<file path="src/rtl/lav_pkg.sv">
// shared types and constants of the look-at view matrix block
`default_nettype none
package lav_pkg;

  localparam int INW  = 16;  // Q8.8 input field
  localparam int DW   = 17;  // eye - center, exact
  localparam int AXW  = 18;  // normalized axis component, signed Q2.16, |v| <= 1.0
  localparam int RAWW = 36;  // raw vector component before normalizing
  localparam int OUTW = 32;  // Q16.16 result field

  localparam logic [1:0]              ROW_LAST = 2'd3;
  localparam logic signed [OUTW-1:0]  ONE_Q16  = 32'sh0001_0000;

  // one queued request, difference already formed by the front
  typedef struct packed {
    logic signed [INW-1:0] eye_x;
    logic signed [INW-1:0] eye_y;
    logic signed [INW-1:0] eye_z;
    logic signed [DW-1:0]  d_x;
    logic signed [DW-1:0]  d_y;
    logic signed [DW-1:0]  d_z;
    logic signed [INW-1:0] up_x;
    logic signed [INW-1:0] up_y;
    logic signed [INW-1:0] up_z;
  } lav_item_t;

  // core to normalize unit
  typedef struct packed {
    logic                   start;
    logic signed [RAWW-1:0] v0;
    logic signed [RAWW-1:0] v1;
    logic signed [RAWW-1:0] v2;
  } lav_nreq_t;

  // normalize unit to core
  typedef struct packed {
    logic                  done;
    logic signed [AXW-1:0] u0;
    logic signed [AXW-1:0] u1;
    logic signed [AXW-1:0] u2;
  } lav_nrsp_t;

  typedef enum logic [2:0] {
    N_IDLE, N_SHIFT, N_SQ, N_TS, N_ROOT, N_DLOAD, N_DSTEP, N_DONE
  } lav_nst_t;

  typedef enum logic [3:0] {
    C_IDLE, C_ZGO, C_ZWAIT, C_CR1, C_XGO, C_XWAIT, C_CR2,
    C_YGO, C_YWAIT, C_DOT, C_EMIT
  } lav_cst_t;

endpackage
`default_nettype wire

</file>
<file path="src/rtl/lav_norm.sv">
// iterative vector normalize unit: scale, sum of squares, square root, divide
`default_nettype none
module lav_norm import lav_pkg::*; (
  input  wire logic      clk,
  input  wire logic      rst_n,
  input  wire lav_nreq_t req,
  output lav_nrsp_t      rsp
);

  lav_nst_t              state_r, state_nxt;
  logic [RAWW-1:0]       a_r [3];
  logic [2:0]            neg_r;
  logic [1:0]            idx_r;
  logic [4:0]            cnt_r;
  logic [61:0]           prod_r;
  logic [63:0]           s_r;
  logic [4:0]            t_r;
  logic [63:0]           n_r, res_r;
  logic [32:0]           rem_r;
  logic [16:0]           lo_r, q_r;
  logic signed [AXW-1:0] u_r [3];

  logic [RAWW-1:0] a_or;
  logic            wide;
  logic [30:0]     sq_op;
  logic [63:0]     sq_sum;
  logic            ts_stop;
  logic [63:0]     bitv, rtrial;
  logic [30:0]     div_op;
  logic [5:0]      sh_amt;
  logic [48:0]     num;
  logic [32:0]     dtrial;
  logic            ge;
  logic [16:0]     q_fin;

  assign a_or    = a_r[0] | a_r[1] | a_r[2];
  assign wide    = (a_or[RAWW-1:31] != '0);
  assign sq_sum  = s_r + 64'(prod_r);
  assign ts_stop = (t_r == 5'd31) || (s_r[63:62] != 2'b00);
  assign bitv    = 64'(1) << {cnt_r, 1'b0};
  assign rtrial  = res_r + bitv;
  assign sh_amt  = 6'd16 + 6'(t_r);
  assign num     = (49'(div_op) << sh_amt) + 49'(res_r[31:1]);
  assign dtrial  = {rem_r[31:0], lo_r[16]};
  assign ge      = (dtrial >= {1'b0, res_r[31:0]});
  assign q_fin   = {q_r[15:0], ge};

  always_comb begin
    unique case (cnt_r[1:0])
      2'd0:    sq_op = a_r[0][30:0];
      2'd1:    sq_op = a_r[1][30:0];
      2'd2:    sq_op = a_r[2][30:0];
      default: sq_op = '0;
    endcase
  end

  always_comb begin
    unique case (idx_r)
      2'd0:    div_op = a_r[0][30:0];
      2'd1:    div_op = a_r[1][30:0];
      2'd2:    div_op = a_r[2][30:0];
      default: div_op = '0;
    endcase
  end

  // next state
  always_comb begin
    state_nxt = state_r;
    unique case (state_r)
      N_IDLE:  if (req.start) state_nxt = N_SHIFT;
      N_SHIFT: if (!wide) state_nxt = N_SQ;
      N_SQ:    if (cnt_r == 5'd3) state_nxt = (sq_sum == '0) ? N_DONE : N_TS;
      N_TS:    if (ts_stop) state_nxt = N_ROOT;
      N_ROOT:  if (cnt_r == 5'd0) state_nxt = N_DLOAD;
      N_DLOAD: state_nxt = N_DSTEP;
      N_DSTEP: if (cnt_r == 5'd16) state_nxt = (idx_r == 2'd2) ? N_DONE : N_DLOAD;
      N_DONE:  state_nxt = N_IDLE;
      default: state_nxt = N_IDLE;
    endcase
  end

  // outputs
  always_comb begin
    rsp.done = (state_r == N_DONE);
    rsp.u0   = u_r[0];
    rsp.u1   = u_r[1];
    rsp.u2   = u_r[2];
  end

  always_ff @(posedge clk) begin
    if (!rst_n) begin
      state_r <= N_IDLE;
    end else begin
      state_r <= state_nxt;
    end
  end

  always_ff @(posedge clk) begin
    unique case (state_r)
      N_IDLE: begin
        neg_r  <= {req.v2[RAWW-1], req.v1[RAWW-1], req.v0[RAWW-1]};
        a_r[0] <= req.v0[RAWW-1] ? $unsigned(-req.v0) : $unsigned(req.v0);
        a_r[1] <= req.v1[RAWW-1] ? $unsigned(-req.v1) : $unsigned(req.v1);
        a_r[2] <= req.v2[RAWW-1] ? $unsigned(-req.v2) : $unsigned(req.v2);
        cnt_r  <= '0;
      end
      N_SHIFT: begin
        if (wide) begin
          a_r[0] <= a_r[0] >> 1;
          a_r[1] <= a_r[1] >> 1;
          a_r[2] <= a_r[2] >> 1;
        end
        cnt_r <= '0;
      end
      N_SQ: begin
        prod_r <= sq_op * sq_op;
        s_r    <= (cnt_r == 5'd0) ? '0 : sq_sum;
        cnt_r  <= cnt_r + 5'd1;
        t_r    <= '0;
        if (cnt_r == 5'd3 && sq_sum == '0) begin
          u_r[0] <= '0;
          u_r[1] <= '0;
          u_r[2] <= '0;
        end
      end
      N_TS: begin
        if (!ts_stop) begin
          s_r <= s_r << 2;
          t_r <= t_r + 5'd1;
        end
        n_r   <= s_r;
        res_r <= '0;
        cnt_r <= 5'd31;
      end
      N_ROOT: begin
        if (n_r >= rtrial) begin
          n_r   <= n_r - rtrial;
          res_r <= (res_r >> 1) + bitv;
        end else begin
          res_r <= res_r >> 1;
        end
        cnt_r <= cnt_r - 5'd1;
        idx_r <= '0;
      end
      N_DLOAD: begin
        rem_r <= {1'b0, num[48:17]};
        lo_r  <= num[16:0];
        cnt_r <= '0;
      end
      N_DSTEP: begin
        rem_r <= ge ? (dtrial - {1'b0, res_r[31:0]}) : dtrial;
        lo_r  <= lo_r << 1;
        q_r   <= q_fin;
        cnt_r <= cnt_r + 5'd1;
        if (cnt_r == 5'd16) begin
          u_r[idx_r] <= neg_r[idx_r] ? -$signed(AXW'(q_fin)) : $signed(AXW'(q_fin));
          idx_r      <= idx_r + 2'd1;
        end
      end
      N_DONE: begin
        cnt_r <= '0;
      end
      default: begin
        cnt_r <= '0;
      end
    endcase
  end

endmodule
`default_nettype wire

</file>
<file path="config.mk">
export PLATFORM = sky130hd
export DESIGN_NAME = lav_norm
export DESIGN_NICKNAME = d
export VERILOG_FILES = /design/src/rtl/lav_pkg.sv /design/src/rtl/lav_norm.sv
export SDC_FILE = /design/constraint.sdc
export NUM_CORES = 2
export LEC_CHECK = 0
export ABC_AREA = 1
export BUFFER_PORTS_ARGS = -buffer_cell sky130_fd_sc_hd__buf_2
export CAP_MARGIN = 20
export CORE_ASPECT_RATIO = 0.7
export CORE_MARGIN = 2
export CORE_UTILIZATION = 43
export CTS_CLUSTER_SIZE = 20
export DETAILED_ROUTE_END_ITERATION = 8
export SLEW_MARGIN = 40
export SYNTH_ARGS = -nofsm -noshare
export SYNTH_HDL_FRONTEND = slang
export SYNTH_SLANG_ARGS = --single-unit
</file>
<file path="constraint.sdc">
create_clock -name clk -period 16.5 [get_ports clk]
set_clock_uncertainty 0.15 [all_clocks]
set_input_delay 2.475 -clock clk [delete_from_list [all_inputs] [get_ports clk]]
set_output_delay 2.475 -clock clk [all_outputs]
set_load 0.01 [all_outputs]
</file>
* Yosys cells after proc, flatten, opt, wreduce, memory -nomap -nowiden
Memory sizes are Yosys's and may differ from the RTL's.
Cells that the tools add are included.
** Storage, ports and cells
- Register bits after elaboration :: 337
- Bits in latches :: 0
- Bits in writable memories :: 162
- Memory bits (read-only) :: 0
- Bits of input ports :: 111
- Output and inout port bits :: 55
- Word-level logic and storage cells :: 131
- Memories :: 2
** Memories
- a_r :: depth 3, bits a word 36, rd ports 3, clocked after memory_dff 0, write ports 3, RTL line lav_norm.sv:11 : logic [RAWW-1:0] a_r [3];
- u_r :: depth 3, bits a word 18, rd ports 3, clocked after memory_dff 0, write ports 3, RTL line lav_norm.sv:21 : logic signed [AXW-1:0] u_r [3];
** Cells by class
- $add $sub $neg :: 15
- $mul :: 1
- Divide/modulo/power cells :: 0
- Magnitude comparators :: 3
- Equality and inequality tests :: 22
- Shift operators :: 2
- Multiplexer cells :: 49
- Bitwise gates (word level) :: 5
- Reduce and logical (&&, ||, !) cells :: 20
** Operator list (count)
- case mux 64 bit (2 select lines) :: 3
- 2-to-1 mux 64 bit :: 4
- 2-to-1 mux 36 bit :: 6
- case mux 31 bit (3 select lines) :: 2
- negation 36 bit :: 3
- bitwise OR 36 bit :: 2
- adder 63 x 64 -> 64 bit :: 1
- adder 64 x 62 -> 64 bit :: 1
- adder 64 bit :: 1
- >= comparator 64 bit :: 1
- logical NOT 64 bit :: 1
- case mux 32 bit (2 select lines) :: 1
- left shift 1 x 6 -> 64 bit (first input constant) :: 1
- subtractor 64 bit :: 1
- multiplier 31 x 31 -> 62 bit :: 1
- adder 49 x 31 -> 49 bit :: 1
- left shift 31 x 6 -> 49 bit :: 1
- 2-to-1 mux 18 bit :: 2
- case mux 17 bit (2 select lines) :: 1
- >= comparator 33 x 32 -> 1 bit :: 1
- 2-to-1 mux 32 bit :: 1
- subtractor 32 bit :: 1
- case mux 3 bit (8 select lines) :: 1
- 2-to-1 mux 3 bit :: 7
- other kinds (34) :: 72

* Logic depth before layout (Yosys ltp)
An unclocked memory read counts as a cell.
- Word-level depth :: 8
- Mapped depth :: 41
- Mapped depth without buffers :: 38

* Least setup slack after synthesis
No wires, ideal clock.
- Path kind :: register -> register
- Start :: reg cnt_r[1]
- End :: reg prod_r[60], data pin
- Library setup time :: 0.265 ns
- Arrival :: 7.637 ns
- Data required time :: 16.085 ns
- Path slack :: 8.447 ns
- Stages on the path, launching flop included :: 36
- Buffers on the path :: 4
- Clock period less this slack :: 8.053 ns
- Cells stage by stage :: dfxtp_1 -> inv_1 -> nor2_1 -> clkbuf_1 -> buf_2 -> nand2_1 -> nand2_1 -> a21oi_1 -> inv_1 -> buf_2 -> buf_1 -> nand2_1 -> fa_1 -> inv_1 -> fa_1 -> inv_1 -> fa_1 -> inv_1 -> fa_1 -> inv_1 -> fa_1 -> inv_1 -> fa_1 -> fa_1 -> fa_1 -> ha_1 -> a21o_1 -> a21oi_1 -> o21ai_0 -> a21oi_1 -> nand3_1 -> nand2_1 -> nand4_1 -> a21oi_1 -> o21ai_0 -> xor2_1
** Between the ends
- Word-level cells in the longest chain between the ends :: 3
- Elaborated cells on any way between the ends :: 5
- Those cells by class :: mul (1); eq/ne (2); mux (1); reduce/logical (1)
** RTL lines
- start: declaration :: RTL line lav_norm.sv:14 : logic [4:0] cnt_r;
- start signal: assignment :: RTL line lav_norm.sv:118 : cnt_r <= cnt_r + 5'd1;
- start signal: assignment :: RTL line lav_norm.sv:142 : cnt_r <= cnt_r - 5'd1;
- start signal: assignment :: RTL line lav_norm.sv:154 : cnt_r <= cnt_r + 5'd1;
- equality test 2 bit, or another cell as far along :: RTL line lav_norm.sv:49 : unique case (cnt_r[1:0])
- case mux 31 bit (3 select lines) (*) :: RTL line lav_norm.sv:49
- multiplier 31 x 31 -> 62 bit (*) :: RTL line lav_norm.sv:116 : prod_r <= sq_op * sq_op;
- end signal: assignment :: RTL line lav_norm.sv:116
- end: declaration :: RTL line lav_norm.sv:15 : logic [61:0] prod_r;
Every way passes the cells marked *; elsewhere a longest branch is shown, timed or not.
A chain may end at the register's enable or synchronous reset.

* Worst setup path after layout
- Start :: reg cnt_r[0]
- End :: reg prod_r[60], data pin
The elaborated chain is that of the path after synthesis.

==> results.ini <==
[run_status]
outcome = completed

[critical_path]
critPathCaptureType = flop
cpMaxStageDelayCell = dfxtp_1
r2r_end = prod_r[60]
cp_common_cell = fa_1
critical_path_buf_inv_count = 8
criticalPathCategory = flop to flop
worstSetupStartpointType = flop
crit_arrival_ns = 10.37
r2r_cells = 32
worstPathMaxFanout = 30
critPathMaxStageDelay_ns = 0.73
required_ns = 16.81
critPathTopFamily = adder cells
r2r-start = cnt_r[0]
worst-r2r-setup-slack_ns = 6.44

[floorplan]
dieArea_mm2 = 0.175
start_util_pct = 43.1
die_w_um = 499
core_area_mm2 = 0.171
num_rows = 127
num_io_pins = 166
die_y_um = 350

[routing]
ant_nets = 0
wl_met3_um = 31900
vias_per_cell = 5.44
drt_pass1_iterations = 6
wl_um = 270000
vias = 67659
wl_met2_um = 105000
post_drt_wl_per_cell_um = 21.7
drt_iter0_markers = 7993
drc = 0
wl_met1_um = 129000
routed.top_layer = met5

[finish]
num-fill-cells = 17445
drive_gt1_share_pct = 4.75
multi_input_area_mm2 = 0.0500
fin_nets = 11513
seq_area_mm2 = 0.0149
synthToLayoutAreaGrowth_pct = 7.19

[global_route]
globalRouteOverflowTotal = 0
grt_pass1_vias = 64985
antenna_found_initial = 22
grtUsageTotal_pct = 30.6
grt_start_max_net_pins = 111
grt_pass1_wl_um = 408000

[sta]
worst_pin_slew_ns = 0.849
grt_setup_unrepaired = false
min_period_ns = 10.06
setup_slack_ns = 6.44
maxSlewHeadroom_pct = 43.4
post-route-period-util_pct = 61.0
slew_viol_final = 0
tns_ns = 0
setup_violations = 0
max_freq_mhz = 99.4
hold_viol_final = 0

[hold_path]
worstHoldStart = q_r[7]
hold_path.class = flop to flop
whs_path_depth = 0
holdPathEnd = q_r[8]

[clock_tree]
numCtsBuffers = 57
ctsHoldBuffers = 0
cts_buffer_depth = 3
cts_tree = done
cts.htree.levels = 2
clockRootBuffer = clkbuf_16
clkLatencyLatePin_ns = 0.73
cts_setup_buffers = 0
path_clk_slew_ns = 0.07
clock_sinks = 498
cts_resized = 0

[yosys]
ys_types = 66
synthesis.area_mm2 = 0.0737
synth_top_flop_cell = edfxtp_1
synth_commonest_cells = 2485 x nand2_1, 2102 x inv_1, 806 x nor2_1, 754 x fa_1, 570 x o21ai_0
synthTopCellsByArea = fa_1 20%, edfxtp_1 20%, nand2_1 13%
syn-mean-instance-area_um2 = 7.32
yosysWarnings = 0
synth_area_leader_cell = fa_1
ys_ff_latch = 498
seq_area_frac_synth_pct = 20.2
synth_cells = 10073
synth_edf_count = 490
synth_most_common_cell = nand2_1
async_reset_ff_share_pct = 0
netlist.area_leader.share_pct = 20.5

[place]
hpwl_um = 223000
gp_congestion = 1.03
place_ws_ns = 6.56
io_buffers = 165

[run]
max_cap_viol_count = 0

worst register-to-register path, delay by kind of cell (launching register included):
kind,cells,cell delay [ns]
compound gates,4,0.88
xor+xnor,1,0.09
fa+ha+maj,9,4.45
buf+inv,8,1.62
flops,1,0.73
simple gates,10,1.89
area by class of cell:
class | instances | share of cell area, %
diodes | 5 | 0.0158
clock buffers | 65 | 1.84
well taps | 2257 | 3.57
repair buffers | 238 | 1.78
flip-flops and latches | 498 | 18.8
inverters | 2116 | 10.1
multi-input cells | 7211 | 63.3
clock inverters | 40 | 0.634
metrics by stage:
stage                     utilization (%)  std cells  cell area, um^2  hold slack (ns)
after CTS                            46.2      12425            79000            0.323
after global routing                 46.2      12426            79000            0.340
after detailed placement             45.1      12320            77000            0.300
final                                46.2      12430            79000            0.317
after floorplan                         -      10089            73800            0.276
after global placement               45.0      12318            76900            0.310
placed cells by master (no fill, tap or decap), types with 28 or more instances in the layout:
master	n
o21ai_0	569
o211ai_1	29
xor2_1	201
nand4_1	75
fa_1	754
xnor2_1	147
ha_1	526
edfxtp_1	490
inv_1	2098
nand3_1	488
clkbuf_16	57
o21ai_1	43
nor2_1	794
o21bai_1	44
buf_2	165
or2_2	28
a21oi_1	492
buf_4	65
nor3_1	85
nand3b_1	33
a31oi_1	76
nand2_1	2476
nor4_1	51
a21o_1	32
metal layers:
| layer | vias to the layer above | track usage (%) |
|---|---|---|
| li1 | 31820 | - |
| met1 | 32498 | 48.1 |
| met2 | 3075 | 41.9 |
| met3 | 254 | 8.15 |
| met4 | 12 | 5.15 |
| met5 | - | 0 |
worst max path at each step:
stage                 end  slack, ns  cells past startpoint     start
5_1_grt        prod_r[60]       5.83                     32  cnt_r[0]
2_1_floorplan  prod_r[60]       8.45                     35  cnt_r[1]
6_report       prod_r[60]       6.44                     32  cnt_r[0]
4_1_cts        prod_r[60]       6.53                     33  cnt_r[0]
3_5_place_dp   prod_r[60]       6.56                     33  cnt_r[0]
3_3_place_gp   prod_r[60]       6.73                     33  cnt_r[0]
state kept, by name (all words and copies together) (netlist names), 16 cells and up:
name    flops
u_r        54
q_r        16
res_r      64
rem_r      32
lo_r       17
prod_r     61
n_r        64
s_r        64
a_r       108
kinds of logic (layout without fill, tap and decap cells):
family / count (synthesis) / in the layout / share of synthesized area [%]
AND/OR/NAND/NOR: 4151 / 4151 / 23.3
buffers and inverters: 2380 / 2459 / 12.4
AO/OA/AOI/OAI: 1415 / 1415 / 10.6
adder cells (fa/ha/maj): 1280 / 1280 / 29.4
flip-flops: 498 / 498 / 20.2
XOR/XNOR: 348 / 348 / 4.14
other: 1 / 22 / 0.00509
Power is left out: the tool's default activity adds up to more than one toggle a clock period on the data nets, which glitch-free logic cannot reach.
