==> src/rtl/lav_pkg.sv <==
// shared types and constants of the look-at view matrix block
`default_nettype none
package lav_pkg;

  localparam int INW  = 16;  // Q8.8 input field
  localparam int DW   = 17;  // eye - center, exact
  localparam int AXW  = 18;  // normalized axis component, signed Q2.16, |v| <= 1.0
  localparam int RAWW = 36;  // raw vector component before normalizing
  localparam int OUTW = 32;  // Q16.16 result field

  localparam logic [1:0]              ROW_LAST = 2'd3;
  localparam logic signed [OUTW-1:0]  ONE_Q16  = 32'sh0001_0000;

  // one queued request, difference already formed by the front
  typedef struct packed {
    logic signed [INW-1:0] eye_x;
    logic signed [INW-1:0] eye_y;
    logic signed [INW-1:0] eye_z;
    logic signed [DW-1:0]  d_x;
    logic signed [DW-1:0]  d_y;
    logic signed [DW-1:0]  d_z;
    logic signed [INW-1:0] up_x;
    logic signed [INW-1:0] up_y;
    logic signed [INW-1:0] up_z;
  } lav_item_t;

  // core to normalize unit
  typedef struct packed {
    logic                   start;
    logic signed [RAWW-1:0] v0;
    logic signed [RAWW-1:0] v1;
    logic signed [RAWW-1:0] v2;
  } lav_nreq_t;

  // normalize unit to core
  typedef struct packed {
    logic                  done;
    logic signed [AXW-1:0] u0;
    logic signed [AXW-1:0] u1;
    logic signed [AXW-1:0] u2;
  } lav_nrsp_t;

  typedef enum logic [2:0] {
    N_IDLE, N_SHIFT, N_SQ, N_TS, N_ROOT, N_DLOAD, N_DSTEP, N_DONE
  } lav_nst_t;

  typedef enum logic [3:0] {
    C_IDLE, C_ZGO, C_ZWAIT, C_CR1, C_XGO, C_XWAIT, C_CR2,
    C_YGO, C_YWAIT, C_DOT, C_EMIT
  } lav_cst_t;

endpackage
`default_nettype wire

==> src/rtl/lav_if.sv <==
// request and row channel interfaces
`default_nettype none


interface lav_out_if;
  logic               valid;
  logic               ready;
  logic [1:0]         row_index;
  logic signed [31:0] col0;
  logic signed [31:0] col1;
  logic signed [31:0] col2;
  logic signed [31:0] col3;
  logic               last_row;

  modport source (output valid, row_index, col0, col1, col2, col3, last_row,
                  input ready);
  modport sink   (input valid, row_index, col0, col1, col2, col3, last_row,
                  output ready);
endinterface
`default_nettype wire

==> src/rtl/lav_core.sv <==
// back end: sequences normalizes, cross and dot products, emits four rows
`default_nettype none
module lav_core import lav_pkg::*; (
  input  wire logic      clk,
  input  wire logic      rst_n,
  input  wire logic      q_valid,
  input  wire lav_item_t q_item,
  output logic           q_pop,
  output lav_nreq_t      nreq,
  input  wire lav_nrsp_t nrsp,
  lav_out_if.source      out_ch
);

  localparam int SW = RAWW + 1;

  lav_cst_t                state_r, state_nxt;
  lav_item_t               it_r;
  logic signed [AXW-1:0]   ax_r [3][3];
  logic [3:0]              j_r;
  logic signed [RAWW-1:0]  prod_r;
  logic [1:0]              ptgt_r;
  logic                    psub_r, pval_r;
  logic signed [RAWW-1:0]  acc_r [3];
  logic [1:0]              row_r;

  logic                    ov_r, olast_r;
  logic [1:0]              orow_r;
  logic signed [OUTW-1:0]  oc0_r, oc1_r, oc2_r, oc3_r;

  logic signed [AXW-1:0]   p0, p1, p2, q0, q1, q2;
  logic signed [AXW-1:0]   e0, e1, e2;
  logic signed [AXW-1:0]   op_a, op_b;
  logic signed [RAWW-1:0]  mul;
  logic [1:0]              tgt;
  logic                    sub, fire;
  logic                    load;
  logic signed [OUTW-1:0]  r_c0, r_c1, r_c2, r_c3;

  function automatic logic signed [OUTW-1:0] trans(input logic signed [RAWW-1:0] dot);
    logic [RAWW-1:0]        m;
    logic [SW-1:0]          s;
    logic signed [OUTW-1:0] qs;
    m  = dot[RAWW-1] ? $unsigned(-dot) : $unsigned(dot);
    s  = {1'b0, m} + SW'(128);
    // magnitude stays below 2^28, so the clamp to 32 bits never engages
    qs = $signed(OUTW'(s[SW-1:8]));
    return dot[RAWW-1] ? qs : -qs;
  endfunction

  assign e0 = AXW'(it_r.eye_x);
  assign e1 = AXW'(it_r.eye_y);
  assign e2 = AXW'(it_r.eye_z);

  // cross operands: up x z, then z x x
  always_comb begin
    if (state_r == C_CR1) begin
      p0 = AXW'(it_r.up_x);
      p1 = AXW'(it_r.up_y);
      p2 = AXW'(it_r.up_z);
      q0 = ax_r[2][0];
      q1 = ax_r[2][1];
      q2 = ax_r[2][2];
    end else begin
      p0 = ax_r[2][0];
      p1 = ax_r[2][1];
      p2 = ax_r[2][2];
      q0 = ax_r[0][0];
      q1 = ax_r[0][1];
      q2 = ax_r[0][2];
    end
  end

  // one product a cycle through the shared multiplier
  always_comb begin
    op_a = '0;
    op_b = '0;
    tgt  = 2'd0;
    sub  = 1'b0;
    fire = 1'b0;
    if (state_r == C_CR1 || state_r == C_CR2) begin
      fire = (j_r < 4'd6);
      unique case (j_r)
        4'd0:    begin op_a = p1; op_b = q2; tgt = 2'd0; end
        4'd1:    begin op_a = p2; op_b = q1; tgt = 2'd0; sub = 1'b1; end
        4'd2:    begin op_a = p2; op_b = q0; tgt = 2'd1; end
        4'd3:    begin op_a = p0; op_b = q2; tgt = 2'd1; sub = 1'b1; end
        4'd4:    begin op_a = p0; op_b = q1; tgt = 2'd2; end
        4'd5:    begin op_a = p1; op_b = q0; tgt = 2'd2; sub = 1'b1; end
        default: begin op_a = '0; op_b = '0; end
      endcase
    end else if (state_r == C_DOT) begin
      fire = (j_r < 4'd9);
      unique case (j_r)
        4'd0:    begin op_a = ax_r[0][0]; op_b = e0; tgt = 2'd0; end
        4'd1:    begin op_a = ax_r[0][1]; op_b = e1; tgt = 2'd0; end
        4'd2:    begin op_a = ax_r[0][2]; op_b = e2; tgt = 2'd0; end
        4'd3:    begin op_a = ax_r[1][0]; op_b = e0; tgt = 2'd1; end
        4'd4:    begin op_a = ax_r[1][1]; op_b = e1; tgt = 2'd1; end
        4'd5:    begin op_a = ax_r[1][2]; op_b = e2; tgt = 2'd1; end
        4'd6:    begin op_a = ax_r[2][0]; op_b = e0; tgt = 2'd2; end
        4'd7:    begin op_a = ax_r[2][1]; op_b = e1; tgt = 2'd2; end
        4'd8:    begin op_a = ax_r[2][2]; op_b = e2; tgt = 2'd2; end
        default: begin op_a = '0; op_b = '0; end
      endcase
    end
  end

  assign mul = op_a * op_b;

  // row payload
  always_comb begin
    r_c0 = '0;
    r_c1 = '0;
    r_c2 = '0;
    r_c3 = ONE_Q16;
    unique case (row_r)
      2'd0: begin
        r_c0 = OUTW'(ax_r[0][0]); r_c1 = OUTW'(ax_r[0][1]); r_c2 = OUTW'(ax_r[0][2]);
        r_c3 = trans(acc_r[0]);
      end
      2'd1: begin
        r_c0 = OUTW'(ax_r[1][0]); r_c1 = OUTW'(ax_r[1][1]); r_c2 = OUTW'(ax_r[1][2]);
        r_c3 = trans(acc_r[1]);
      end
      2'd2: begin
        r_c0 = OUTW'(ax_r[2][0]); r_c1 = OUTW'(ax_r[2][1]); r_c2 = OUTW'(ax_r[2][2]);
        r_c3 = trans(acc_r[2]);
      end
      default: begin
        r_c3 = ONE_Q16;
      end
    endcase
  end

  // next state
  always_comb begin
    state_nxt = state_r;
    unique case (state_r)
      C_IDLE:  if (q_valid) state_nxt = C_ZGO;
      C_ZGO:   state_nxt = C_ZWAIT;
      C_ZWAIT: if (nrsp.done) state_nxt = C_CR1;
      C_CR1:   if (j_r == 4'd6) state_nxt = C_XGO;
      C_XGO:   state_nxt = C_XWAIT;
      C_XWAIT: if (nrsp.done) state_nxt = C_CR2;
      C_CR2:   if (j_r == 4'd6) state_nxt = C_YGO;
      C_YGO:   state_nxt = C_YWAIT;
      C_YWAIT: if (nrsp.done) state_nxt = C_DOT;
      C_DOT:   if (j_r == 4'd9) state_nxt = C_EMIT;
      C_EMIT:  if (load && row_r == ROW_LAST) state_nxt = C_IDLE;
      default: state_nxt = C_IDLE;
    endcase
  end

  // outputs
  always_comb begin
    q_pop      = (state_r == C_IDLE) && q_valid;
    load       = (state_r == C_EMIT) && (!ov_r || out_ch.ready);
    nreq.start = (state_r == C_ZGO) || (state_r == C_XGO) || (state_r == C_YGO);
    if (state_r == C_ZGO) begin
      nreq.v0 = RAWW'(it_r.d_x);
      nreq.v1 = RAWW'(it_r.d_y);
      nreq.v2 = RAWW'(it_r.d_z);
    end else begin
      nreq.v0 = acc_r[0];
      nreq.v1 = acc_r[1];
      nreq.v2 = acc_r[2];
    end
  end

  assign out_ch.valid     = ov_r;
  assign out_ch.row_index = orow_r;
  assign out_ch.col0      = oc0_r;
  assign out_ch.col1      = oc1_r;
  assign out_ch.col2      = oc2_r;
  assign out_ch.col3      = oc3_r;
  assign out_ch.last_row  = olast_r;

  always_ff @(posedge clk) begin
    if (!rst_n) begin
      state_r <= C_IDLE;
      ov_r    <= 1'b0;
      pval_r  <= 1'b0;
    end else begin
      state_r <= state_nxt;
      pval_r  <= fire;
      if (load) begin
        ov_r <= 1'b1;
      end else if (out_ch.ready) begin
        ov_r <= 1'b0;
      end
    end
  end

  always_ff @(posedge clk) begin
    if (q_pop) begin
      it_r  <= q_item;
      row_r <= '0;
    end
    prod_r <= mul;
    ptgt_r <= tgt;
    psub_r <= sub;
    if (state_r == C_CR1 || state_r == C_CR2 || state_r == C_DOT) begin
      j_r <= j_r + 4'd1;
      if (j_r == 4'd0) begin
        acc_r[0] <= '0;
        acc_r[1] <= '0;
        acc_r[2] <= '0;
      end else if (pval_r) begin
        acc_r[ptgt_r] <= psub_r ? (acc_r[ptgt_r] - prod_r) : (acc_r[ptgt_r] + prod_r);
      end
    end else begin
      j_r <= '0;
    end
    if (nrsp.done) begin
      unique case (state_r)
        C_ZWAIT: begin ax_r[2][0] <= nrsp.u0; ax_r[2][1] <= nrsp.u1; ax_r[2][2] <= nrsp.u2; end
        C_XWAIT: begin ax_r[0][0] <= nrsp.u0; ax_r[0][1] <= nrsp.u1; ax_r[0][2] <= nrsp.u2; end
        C_YWAIT: begin ax_r[1][0] <= nrsp.u0; ax_r[1][1] <= nrsp.u1; ax_r[1][2] <= nrsp.u2; end
        default: begin end
      endcase
    end
    if (load) begin
      orow_r  <= row_r;
      oc0_r   <= r_c0;
      oc1_r   <= r_c1;
      oc2_r   <= r_c2;
      oc3_r   <= r_c3;
      olast_r <= (row_r == ROW_LAST);
      row_r   <= row_r + 2'd1;
    end
  end

endmodule
`default_nettype wire

==> src/flat_wrapper.sv <==
// flat-port wrapper written by rule: the top's interface ports become plain ports
module lav_core_flat import lav_pkg::*;
  (clk, rst_n, q_valid, q_item, q_pop, nreq, nrsp, out_ch_valid, out_ch_row_index, out_ch_col0, out_ch_col1, out_ch_col2, out_ch_col3, out_ch_last_row, out_ch_ready);
  lav_out_if out_ch_i ();
  input  wire logic clk;
  input  wire logic rst_n;
  input  wire logic q_valid;
  input  wire lav_item_t q_item;
  output logic q_pop;
  output lav_nreq_t nreq;
  input  wire lav_nrsp_t nrsp;
  output wire logic [$bits(out_ch_i.valid)-1:0] out_ch_valid;
  output wire logic [$bits(out_ch_i.row_index)-1:0] out_ch_row_index;
  output wire logic [$bits(out_ch_i.col0)-1:0] out_ch_col0;
  output wire logic [$bits(out_ch_i.col1)-1:0] out_ch_col1;
  output wire logic [$bits(out_ch_i.col2)-1:0] out_ch_col2;
  output wire logic [$bits(out_ch_i.col3)-1:0] out_ch_col3;
  output wire logic [$bits(out_ch_i.last_row)-1:0] out_ch_last_row;
  input wire logic [$bits(out_ch_i.ready)-1:0] out_ch_ready;
  assign out_ch_valid = out_ch_i.valid;
  assign out_ch_row_index = out_ch_i.row_index;
  assign out_ch_col0 = out_ch_i.col0;
  assign out_ch_col1 = out_ch_i.col1;
  assign out_ch_col2 = out_ch_i.col2;
  assign out_ch_col3 = out_ch_i.col3;
  assign out_ch_last_row = out_ch_i.last_row;
  assign out_ch_i.ready = out_ch_ready;
  lav_core u_core (.clk(clk), .rst_n(rst_n), .q_valid(q_valid), .q_item(q_item), .q_pop(q_pop), .nreq(nreq), .nrsp(nrsp), .out_ch(out_ch_i));
endmodule
==> config.mk <==
export PLATFORM = sky130hd
export DESIGN_NAME = lav_core_flat
export DESIGN_NICKNAME = d
export VERILOG_FILES = /design/src/rtl/lav_pkg.sv /design/src/rtl/lav_if.sv /design/src/rtl/lav_core.sv /design/src/flat_wrapper.sv
export SDC_FILE = /design/constraint.sdc
export NUM_CORES = 2
export LEC_CHECK = 0
export BUFFER_PORTS_ARGS = -buffer_cell sky130_fd_sc_hd__buf_4
export CAP_MARGIN = 20
export CORE_MARGIN = 4
export CORE_UTILIZATION = 55
export DETAILED_ROUTE_END_ITERATION = 10
export HOLD_SLACK_MARGIN = 0.02
export PLACE_DENSITY = 0.72
export SKIP_CTS_REPAIR_TIMING = 1
export SYNTH_ARGS = -nofsm -noshare
export SYNTH_HDL_FRONTEND = slang
export SYNTH_SLANG_ARGS = --single-unit
export TNS_END_PERCENT = 20
==> constraint.sdc <==
create_clock -name clk -period 10.2 [get_ports clk]
set_input_delay 2.04 -clock clk [delete_from_list [all_inputs] [get_ports clk]]
set_output_delay 2.04 -clock clk [all_outputs]
set_load 0.03 [all_outputs]
== Yosys cells after proc, flatten, opt, wreduce, memory -nomap -nowiden ==
Memory sizes are Yosys's and may differ from the RTL's. A register that Yosys moved wholly into a read port is not among the register bits.
Index checks and enable logic that the tools add are counted.
Storage, ports and cells
  output and inout port bits: 242
  memories kept: 2
  logic and storage cells: 174
  register bits after elaboration: 329
  input port bits: 206
  bits in writable memories: 270
Memories
  u_core.ax_r: words 3, bits a word 54, read ports 3, clocked after Yosys merged registers in 0, write ports 1, RTL line lav_core.sv:18  | logic signed [AXW-1:0] ax_r [3][3];
  u_core.acc_r: words 3, bits a word 36, read ports 4, clocked after Yosys merged registers in 1, write ports 3, RTL line lav_core.sv:23  | logic signed [RAWW-1:0] acc_r [3];
Cells by class
  magnitude comparators: 2
  reduce and logical (&&, ||, !) cells: 32
  muxes and demuxes: 71
  $mul: 1
  add/subtract/negate cells: 13
  eq/ne operators: 30
Operators by type and width (number)
  32-bit one-hot mux with 3 select lines: 4
  18-bit 2-to-1 mux: 10
  36-bit 2-to-1 mux: 5
  18-bit one-hot mux with 3 select lines: 3
  18-bit one-hot mux with 9 select lines: 1
  36-bit by 8-bit adder with 37-bit output, second input constant: 3
  108-bit 2-to-1 mux: 1
  54-bit 2-to-1 mux: 2
  36-bit negation: 3
  54-bit OR reduction: 2
  32-bit 2-to-1 mux: 3
  29-bit negation with 32-bit output: 3
  4-bit one-hot mux with 11 select lines: 1
  36-bit adder: 1
  18-bit by 18-bit multiplier with 36-bit output: 1
  36-bit OR reduction: 1
  36-bit subtractor: 1
  4-bit by 3-bit equality test with 1-bit output, second input constant: 8
  4-bit 2-to-1 mux: 8
  1-bit 2-to-1 mux: 24
  4-bit equality test, second input constant: 5
  3-bit OR reduction: 6
  4-bit by 2-bit equality test with 1-bit output, second input constant: 4
  2-bit OR reduction: 8
  other kinds (18): 41

== Longest topological paths before layout ==
  depth after elaboration: 7
  depth in mapped cells: 38
  mapped depth without buffers: 34

== Least setup slack after synthesis ==
Ideal clock, no wire load.
  path kind: reg2reg
  start point: register u_core.j_r[2]
  end point: register u_core.prod_r[33]
  clock period less this slack: 8.097 ns
  arrival time: 7.978 ns
  data required time: 10.081 ns
  setup slack: 2.103 ns
  setup time: 0.119 ns
  cell stages (with the launch flop): 35
  path buffers: 5
  path through: dfxtp_1 > clkbuf_1 > nor2_1 > and2_1 > clkbuf_1 > or2_2 > clkbuf_1 > clkbuf_1 > buf_1 > a222oi_1 > nor2_1 > nor2_1 > o22ai_1 > nand2_1 > fa_1 > inv_1 > fa_1 > ha_1 > fa_1 > inv_1 > fa_1 > fa_1 > inv_1 > ha_1 > o21a_1 > o21ai_0 > a21oi_1 > nor2_1 > o211ai_1 > nand2_1 > o31ai_1 > o211a_1 > or3_1 > a31o_2 > xor2_1
Between the ends
  cells in the longest elaborated chain, start to end: 6
  elaborated cells on any way between the ends: 27
  those cells by class: mul (1); eq/ne (8); mux (8); reduce/logical (10)
RTL lines
  start: declaration: RTL line lav_core.sv:19  | logic [3:0] j_r;
  start signal: assignment: RTL line lav_core.sv:203  | j_r <= j_r + 4'd1;
  4-bit by 2-bit equality test with 1-bit output (tied with other cells): RTL line lav_core.sv:82, lav_core.sv:93
  3-bit OR reduction (no line)
  18-bit one-hot mux with 3 select lines: RTL line lav_core.sv:93  | unique case (j_r)
  18-bit 2-to-1 mux: RTL line lav_core.sv:91  | end else if (state_r == C_DOT) begin
  18-bit 2-to-1 mux: RTL line lav_core.sv:80  | if (state_r == C_CR1 || state_r == C_CR2) begin
  18-bit by 18-bit multiplier with 36-bit output (*): RTL line lav_core.sv:108  | assign mul = op_a * op_b;
  named net u_core.mul[33]: RTL line lav_core.sv:33  | logic signed [RAWW-1:0] mul;
  end signal: assignment: RTL line lav_core.sv:199  | prod_r <= mul;
  end: declaration: RTL line lav_core.sv:20  | logic signed [RAWW-1:0] prod_r;
Mark *: on every way through the listed nets, which the timed path passes. The rest lies on a longest branch.
A chain may end at the register's enable or synchronous reset.

== Final worst setup path ==
Ends and elaborated chain as after synthesis.

==> impl_metrics.json <==
{
  "first_global_vias": 39800,
  "viasPerCell": 6.32,
  "clock_tree.root_cell": "clkbuf_16",
  "synth_top_area_cell": "edfxtp_1",
  "final_nets": 5919,
  "rsz0062_at_grt": "no",
  "path_class": "register to register",
  "antenna_left": 0,
  "ys_seq_area_share_pct": 36.2,
  "hold-path-endpoint": "u_core.j_r[0]",
  "clock-sinks": 593,
  "ys.flop_type": "edfxtp_1",
  "synth-simple-area-share_pct": 16.5,
  "synth_top_family_by_area": "adder cells",
  "gr-total-overflow": 0,
  "status": "finished, violations left",
  "cp-start-kind": "register",
  "dr.pass1.iters": 11,
  "syn_area_per_cell_um2": 9.68,
  "grt_max_degree": 85,
  "power_density_nw_per_um2": 195,
  "worstHoldPathType": "register to register",
  "grt.busiest_layer": "met2",
  "synth_area_um2": 47900,
  "grt.met2_usage_pct": 56.8,
  "holdWs_ns": 0.483,
  "slew_headroom_pct": 23.1,
  "critPathRequiredTime_ns": 10.70,
  "fmaxAchievable_mhz": 109,
  "clkTransAtPathRegs_ns": 0.06,
  "cpPeakStageDelay_ns": 0.76,
  "violations": "DRC",
  "synthAdderAreaFrac_pct": 17.6,
  "drive_above_1_share_pct": 15.0,
  "numCtsBuffers": 67,
  "timing.rr.start": "u_core.j_r[2]",
  "synthesis.instances": 4947,
  "synthMuxAreaShare_pct": 2.51,
  "min_path_cells": 1,
  "hold_start": "u_core.j_r[0]",
  "synth-warning-count": 0,
  "clock_skew_ns": 0.0363,
  "synth_xor_area_share_pct": 5.44,
  "rr_worst_depth": 26,
  "final_cell_mix": "nand2_1, buf_4, nor2_1, edfxtp_1, inv_1",
  "worst_pin_slew_ns": 1.14,
  "num_io_pins": 448,
  "synth_nets": 5627,
  "die_h_um": 303,
  "hpwl_mm": 124,
  "io_buffers": 447,
  "cp-end-kind": "register",
  "wl_per_cell_um": 25.2,
  "place_congestion": 0.975,
  "synth_seq_cells": 593,
  "drc": 13,
  "synth_top_area_share_pct": 34.1,
  "antenna_found_initial": 4,
  "vias": 40700,
  "leakage_nw": 22.2,
  "async_reset_ff_share_pct": 0,
  "track_usage_pct": 34.8,
  "synth_edf_count": 544,
  "synth_compound_area_share_pct": 14.7,
  "cp_data_arrival_time_ns": 9.71,
  "synth_area_leaders": "edfxtp_1, fa_1, nand2_1, nor2_1, inv_1",
  "setup_viol": 0,
  "path_max_fanout": 17,
  "start_util_pct": 55.8,
  "grtUsageMet3_pct": 5.90,
  "vdd_drop_max_v": 0.000227,
  "area_growth_pct": 13.7,
  "synth_cell_types": 105,
  "clk_latency_ns": 0.65,
  "cts_tree": "done",
  "final_common_cell": "nand2_1",
  "dieArea_um2": 91900,
  "cts_buffer_depth": 3,
  "grt_pass1_wl_mm": 243,
  "period_minus_slack_ns": 9.21,
  "critPathSlowestCell": "o22ai_1",
  "cp_common_cell": "fa_1",
  "period_share_pct": 90.3,
  "reg2reg_slack_ns": 0.99,
  "r2r_end": "u_core.prod_r[33]",
  "row_count": 107,
  "grt_use_met1_pct": 43.0,
  "cts_htree_levels": 3,
  "die-width_um": 303,
  "drt-total-wl_mm": 162,
  "fin_tns_setup_ns": 0,
  "core-area_um2": 85800,
  "drv_slew": 0,
  "drt_iter0_markers": 5384,
  "hold_viol": 0,
  "cap_violations": 0
}
==> worst max-delay path: cells and delay by family (launching register included) <==
| kind | cells | cell delay, ns |
|---|---|---|
| xor+xnor | 1 | 0.14 |
| buf+inv | 4 | 0.42 |
| compound gates | 7 | 1.98 |
| flops | 1 | 0.52 |
| fa+ha+maj | 7 | 3.56 |
| simple gates | 7 | 2.46 |
==> layer usage <==
layer	up-vias	part of all wire, %
li1	18100	-
met1	19700	37
met2	2440	46
met3	522	9.4
met4	2	7.9
met5	-	0.0080
==> synthesized netlist by cell type (all sizes together) (37+ instances only) <==
cell type,instances
a21oi,161
a221oi,55
a222oi,135
a22oi,45
a31oi,49
and3,38
buf,77
clkbuf,252
dfxtp,49
edfxtp,544
fa,331
ha,143
inv,533
nand2,589
nand2b,57
nand3,92
nor2,546
nor2b,42
nor3,83
o21ai,148
o31ai,37
xnor2,216
xor2,76
==> cell type report <==
| class | instances | area, um^2 |
|---|---|---|
| Tap cell | 1144 | 1430 |
| Sequential cell | 593 | 17300 |
| Antenna cell | 2 | 5.00 |
| Clock buffer | 81 | 1770 |
| Timing Repair Buffer | 552 | 4140 |
| Fill cell | 7012 | 31400 |
| Inverter | 533 | 2000 |
| Multi-Input combinational cell | 3492 | 27200 |
| Clock inverter | 42 | 562 |
==> how the worst max path moves through the flow <==
stage | startpoint | end | slack [ns] | cells past startpoint
floorplan | u_core.j_r[2] | u_core.prod_r[33] | 2.10 | 34
global placement | u_core.j_r[3] | u_core.prod_r[34] | 1.40 | 27
detailed placement | u_core.j_r[2] | u_core.prod_r[34] | 1.11 | 27
CTS | u_core.j_r[2] | u_core.prod_r[34] | 1.11 | 27
global route | u_core.j_r[2] | u_core.prod_r[34] | 0.49 | 27
finish | u_core.j_r[2] | u_core.prod_r[33] | 0.99 | 26
==> metrics by stage <==
step	total power [mW]	instance area [um^2]	cells	util (%)	setup WS, ns
floorplan	6.44	47900	4947	-	2.10
global placement	7.96	52100	6313	60.7	1.40
detailed placement	8.04	52100	6313	60.7	1.11
CTS	10.6	54500	6436	63.5	1.11
global route	11.1	54500	6439	63.5	0.486
finish	10.6	54500	6439	63.5	0.990
==> power breakdown <==
group | switching [mW] | internal (mW)
Clock | 1.07 | 1.45
Combinational | 3.19 | 1.58
Sequential | 0.242 | 3.07
Total | 4.49 | 6.10
==> cell families after synthesis <==
group | after synthesis
and+or+nand+nor | 1705
xor gates and xnor gates | 293
AOI/OAI and AO/OA | 946
DFF | 593
adders and majority gates | 474
muxes | 74
buffers and inverters | 862
==> registers in the layout (all words and copies together), names as in the netlist <==
name                     cells
u_core.prod_r               36
u_core.e0                   16
u_core.out_ch.last_row       1
u_core.acc_r               144
u_core.out_ch.valid          1
u_core.out_ch.col2          18
u_core.out_ch.row_index      2
u_core.j_r                   4
u_core.e1                   16
u_core.out_ch.col3          32
u_core.out_ch.col0          18
u_core.out_ch.col1          18
u_core.psub_r                1
u_core.ptgt_r                2
u_core.row_r                 2
u_core.it_r                 99
u_core.e2                   16
u_core.ax_r                162
u_core.state_r               4
u_core.pval_r                1
Power figures use the tool's default switching activity.
